<file path="config.mk">
export PLATFORM = sky130hd
export DESIGN_NAME = sdiv_cell
export DESIGN_NICKNAME = d
export VERILOG_FILES = /design/src/hw/rtl/sdiv_pkg.sv /design/src/hw/rtl/sdiv_cell.sv
export SDC_FILE = /design/constraint.sdc
export NUM_CORES = 1
export LEC_CHECK = 0
export ABC_AREA = 1
export BUFFER_PORTS_ARGS = -buffer_cell sky130_fd_sc_hd__clkbuf_2
export CORE_AREA = 2 2 123 125
export DETAILED_ROUTE_END_ITERATION = 6
export DIE_AREA = 0 0 125 127
export PLACE_DENSITY = 0.9
export SYNTH_ARGS = -nofsm -noshare
export SYNTH_HDL_FRONTEND = slang
export SYNTH_SLANG_ARGS = --single-unit
export TNS_END_PERCENT = 5
</file>
<file path="constraint.sdc">
create_clock -name clk_i -period 9.3 [get_ports clk_i]
set_clock_uncertainty 0.1 [all_clocks]
set_input_delay 1.86 -clock clk_i [delete_from_list [all_inputs] [get_ports clk_i]]
set_output_delay 1.86 -clock clk_i [all_outputs]
set_load 0.005 [all_outputs]
</file>
<file path="src/hw/rtl/sdiv_pkg.sv">
// ----------------------------------------------------------------------------
// Saturating divider package
// Word types, stage state and fixed sizes shared by the divider files.
// ----------------------------------------------------------------------------
`default_nettype none

package sdiv_pkg;

  localparam int unsigned WordBits = 32;
  localparam int unsigned NumSteps = 2 * WordBits;

  typedef logic [WordBits-1:0]   word_t;
  typedef logic [2*WordBits-1:0] dword_t;

  typedef struct packed {
    word_t dividend_low;
    word_t dividend_high;
    logic  use_high;
    word_t divisor;
  } req_t;

  typedef struct packed {
    word_t quotient;
    word_t remainder;
  } rsp_t;

  // Partial remainder, dividend bits still to come with quotient bits shifted
  // in behind them, and the divisor that travels with the word.
  typedef struct packed {
    word_t  rem;
    dword_t acc;
    word_t  divisor;
  } stage_t;

endpackage

`default_nettype wire

</file>
<file path="src/hw/rtl/sdiv_cell.sv">
// ----------------------------------------------------------------------------
// Saturating divider cell
// One restoring division step on a registered stage, with its own handshake.
// ----------------------------------------------------------------------------
`default_nettype none

module sdiv_cell (
  input  wire logic             clk_i,
  input  wire logic             rst_ni,
  input  wire logic             up_valid_i,
  input  wire sdiv_pkg::stage_t up_data_i,
  output logic                  up_ready_o,
  output logic                  dn_valid_o,
  output sdiv_pkg::stage_t      dn_data_o,
  input  wire logic             dn_ready_i
);

  import sdiv_pkg::*;

  logic                valid_q;
  stage_t              data_q;
  stage_t              data_d;
  logic [WordBits:0]   trial;
  logic [WordBits:0]   diff;
  logic                fits;

  always_comb begin
    trial  = {up_data_i.rem, up_data_i.acc[2*WordBits-1]};
    diff   = trial - {1'b0, up_data_i.divisor};
    fits   = trial >= {1'b0, up_data_i.divisor};
    data_d = up_data_i;
    data_d.rem = fits ? diff[WordBits-1:0] : trial[WordBits-1:0];
    data_d.acc = {up_data_i.acc[2*WordBits-2:0], fits};
  end

  assign up_ready_o = !valid_q || dn_ready_i;

  always_ff @(posedge clk_i or negedge rst_ni) begin
    if (!rst_ni) begin
      valid_q <= 1'b0;
    end else if (up_ready_o) begin
      valid_q <= up_valid_i;
    end
  end

  always_ff @(posedge clk_i) begin
    if (up_ready_o && up_valid_i) begin
      data_q <= data_d;
    end
  end

  assign dn_valid_o = valid_q;
  assign dn_data_o  = data_q;

endmodule

`default_nettype wire
</file>
==> impl_metrics.tcl <==
set metrics [dict create \
    final_period_minus_worst_setup_slack_ns 4.23 \
    clock_tree.htree_level_count 4 \
    initial_core_util_pct 49.1 \
    hold_start "dn_valid_o" \
    ctsResizeCount 0 \
    post_layout_utilization_of_the_core_pct 63.9 \
    postSynthNetCount 951 \
    yosysUniqueCellTypes 30 \
    power_switching_mw 0.467 \
    ys_ff_latch 129 \
    grt_max_degree 83 \
    drive_above_1_share_pct 30.6 \
    filler_cell_count 1245 \
    nNetsFinal 1223 \
    clk_root_buffer_cell "sky130_fd_sc_hd__clkbuf_16" \
    dp_worst_setup_slack_ns 4.69 \
    use_met3_pct 6.20 \
    result_of_the_run "finished, final reports clean" \
    dp.final_hpwl_um 15600 \
    report.final.hold_viol_count 0 \
    route.detailed.wl_per_inst_um 16.3 \
    detailedRoute.firstPassIterationCount 5 \
    layout.cells.non_filler 1257 \
    via_per_inst 4.81 \
    power.share.sequential_pct 40.7 \
    synth_xor_area_share_pct 1.73 \
    multi_input_comb_area_sq_um 2570 \
    antenna_violating_nets_post_route 0 \
    postRouteWirelength_um 20400 \
    yosys-mux-area-fraction_pct 0 \
    via_count 6046 \
    globalRouteTotalUtil_pct 25.9 \
    chipHeight_um 127 \
    criticalPathCategory "in -> out" \
    cp.required_ns 7.34 \
    inst_count_dp 1223 \
    drc_errors 0 \
    final_cell_area_excluding_filler_cells_sq_um 9210 \
    summed_instance_area_of_the_synthesized_netlist_sq_um 7080 \
    combinational_family_with_the_most_area_after_synthesis "simple AND/OR/NAND/NOR gates" \
    timing.final.ws_setup_ns 5.07 \
    place_area_sq_um 8560 \
    wire_length_of_the_first_global_routing_pass_um 31300 \
    clkLatencyLatePin_ns 0.42 \
    rsz0062_at_grt "false" \
    tns_ns 0 \
    cts_buffers 17 \
    post_synth.cell_area_avg_sq_um 9.01 \
    power.density_cell_area_nw_per_um2 188 \
    switch_share_pct 26.9 \
    power_leakage_nw 4.81 \
    numPortBuffers 261 \
    critical_path.reg2reg.startpoint "dn_valid_o" \
    initial_antenna_violation_count 2 \
    transition_time_at_the_pin_with_the_least_slew_margin_ns 1.04 \
    floorplan.rows 44 \
    cts_hold_buffers 0 \
    first_global_vias 5882 \
    critical-path-top-cell-by-count "sky130_fd_sc_hd__clkbuf_2" \
    max_transition_margin_pct 30.7 \
    setup.worst_path.start "dn_ready_i" \
    synth_simple_gate_area_share_pct 26.6 \
    globalplace.congestion 0.898 \
    overflow 0 \
    crit_path_start_kind "input pin" \
    synth_seq_area_share_pct 54.6 \
    post_synthesis_compound_gate_area_fraction_pct 1.80 \
    kind_of_end_point_of_the_critical_path "output port" \
    timing.fmax_mhz 237 \
    syn-instance-count 786 \
    power.total_mw 1.73 \
    register_area_sq_um 3870 \
    max_cap_viol_count 0 \
    hold_path_class "reg -> reg" \
    die_outline_width_um 125 \
    tritoncts "done" \
    ctsLongestPathBuffers 2 \
    gr-usage-met2_pct 45.2 \
    worst_ep_arrival_time_ns 2.27 \
    cell_internal_pwr_mw 1.27 \
    path_max_fanout 2 \
    timing.critical_path.buf_inv 3 \
    ir_drop_mv 0.124 \
    dominant_delay_contributor_by_cell_family_on_the_critical_path "buffers and inverters" \
    postCtsSetupBuffers 0 \
    critical-path-slowest-cell "sky130_fd_sc_hd__clkbuf_2" \
    clkPwrFrac_pct 42.4 \
    post_synth_fa_ha_maj_area_fraction_pct 5.94 \
    yosysWarnings 0 \
    total_count_of_max_transition_violations_in_the_final_report 0 \
    boundaryPins 262 \
    floorplan.die_area_sq_um 15900 \
    grt-busiest-layer "met2" \
    min_period_over_period_pct 45.5 \
    path_clk_slew_ns 0.06 \
    fin_worst_hold_slack_ns 0.537 \
    area_growth_syn_to_layout_pct 30.1 \
    path_cells "clkbuf_2, inv_1, nand2_1, clkbuf_2" \
    core-area_sq_um 14400 \
    timing.critical_path.slowest_cell_delay_ns 0.13 \
    dr.first_iter.drc_count 454 \
    global_route.usage.met1_pct 30.7 \
    share_comb_of_total_power_pct 16.9 \
    clock_tree_sinks 129 \
    setup_violations 0 \
]
## registers in the layout (all words and copies together) (netlist names)
register and count:
dn_data_o 128, dn_valid_o 1
## power groups by stage
stage               Combinational (mW)  Clock, mW  Sequential [mW]
floorplan                        0.172          0            0.727
global placement                 0.284          0            0.713
detailed placement               0.291          0            0.716
CTS                              0.295      0.743            0.705
global route                     0.331      0.768            0.708
finish                           0.294      0.735            0.704
## layer usage
metal  share of wire [%]  routed length [um]
met5                   0                   0
met1                  40                8150
met4                 3.1                 633
met3                 6.4                1310
met2                  51               10300
## area by class of cell
class	count	area share (%)
diodes	2	0.0543
clock buffers	19	4.81
clock inverters	13	2.17
inverters	154	6.27
multi-input cells	493	27.9
flip-flops and latches	129	42.0
well taps	184	2.50
repair buffers	263	14.3
## cells in the mapped netlist (all sizes together)
library cell / instances / area [sq um]
nand2: 284 / 1100
inv: 154 / 578
edfxtp: 128 / 3840
nand3: 68 / 420
nor2: 40 / 170
ha: 32 / 400
a21oi: 22 / 110
xor2: 13 / 114
buf: 10 / 81.3
nand3b: 10 / 75.1
and2: 8 / 50.1
nor3: 8 / 50.1
nand4: 2 / 12.5
o21ai: 2 / 10.0
dfrtp: 1 / 25.0
fa: 1 / 20.0
o21bai: 1 / 7.51
or2: 1 / 6.26
xnor2: 1 / 8.76
## cells in the final DEF (no fill, tap or decap), types with 13 or more instances in the layout
cell,synthesis,routed
sky130_fd_sc_hd__a21oi_1,22,21
sky130_fd_sc_hd__nand2_1,278,278
sky130_fd_sc_hd__inv_1,151,151
sky130_fd_sc_hd__nand3_2,16,16
sky130_fd_sc_hd__clkbuf_16,0,17
sky130_fd_sc_hd__nor2_1,34,34
sky130_fd_sc_hd__ha_1,32,32
sky130_fd_sc_hd__clkbuf_2,0,261
sky130_fd_sc_hd__edfxtp_1,128,128
sky130_fd_sc_hd__xor2_1,13,13
sky130_fd_sc_hd__nand3_1,52,52
## path summary, 6_finish.rpt
kind | to | slack [ns] | depth (start not counted)
worst max register to register | dn_data_o[119] | 6.43 | 3
min in group asynchronous | dn_valid_o | 1.10 | 1
worst min-delay path | dn_valid_o | 0.54 | 2
worst max-delay path | up_ready_o | 5.07 | 4
worst min register to register | dn_valid_o | 0.54 | 2
max in group asynchronous | dn_valid_o | 7.92 | 1
## kinds of logic after synthesis
group,after synthesis
xor+xnor,14
flops,129
compound gates,25
buf+inv,164
simple gates,421
fa+ha+maj,33
## worst register-to-register path, delay by kind of cell, from the launching register on
| kind | cells | cell delay, ns |
|---|---|---|
| buffers and inverters | 2 | 1.31 |
| AOI/OAI and AO/OA | 1 | 0.55 |
| DFF | 1 | 0.43 |
Power figures use the tool's default switching activity.
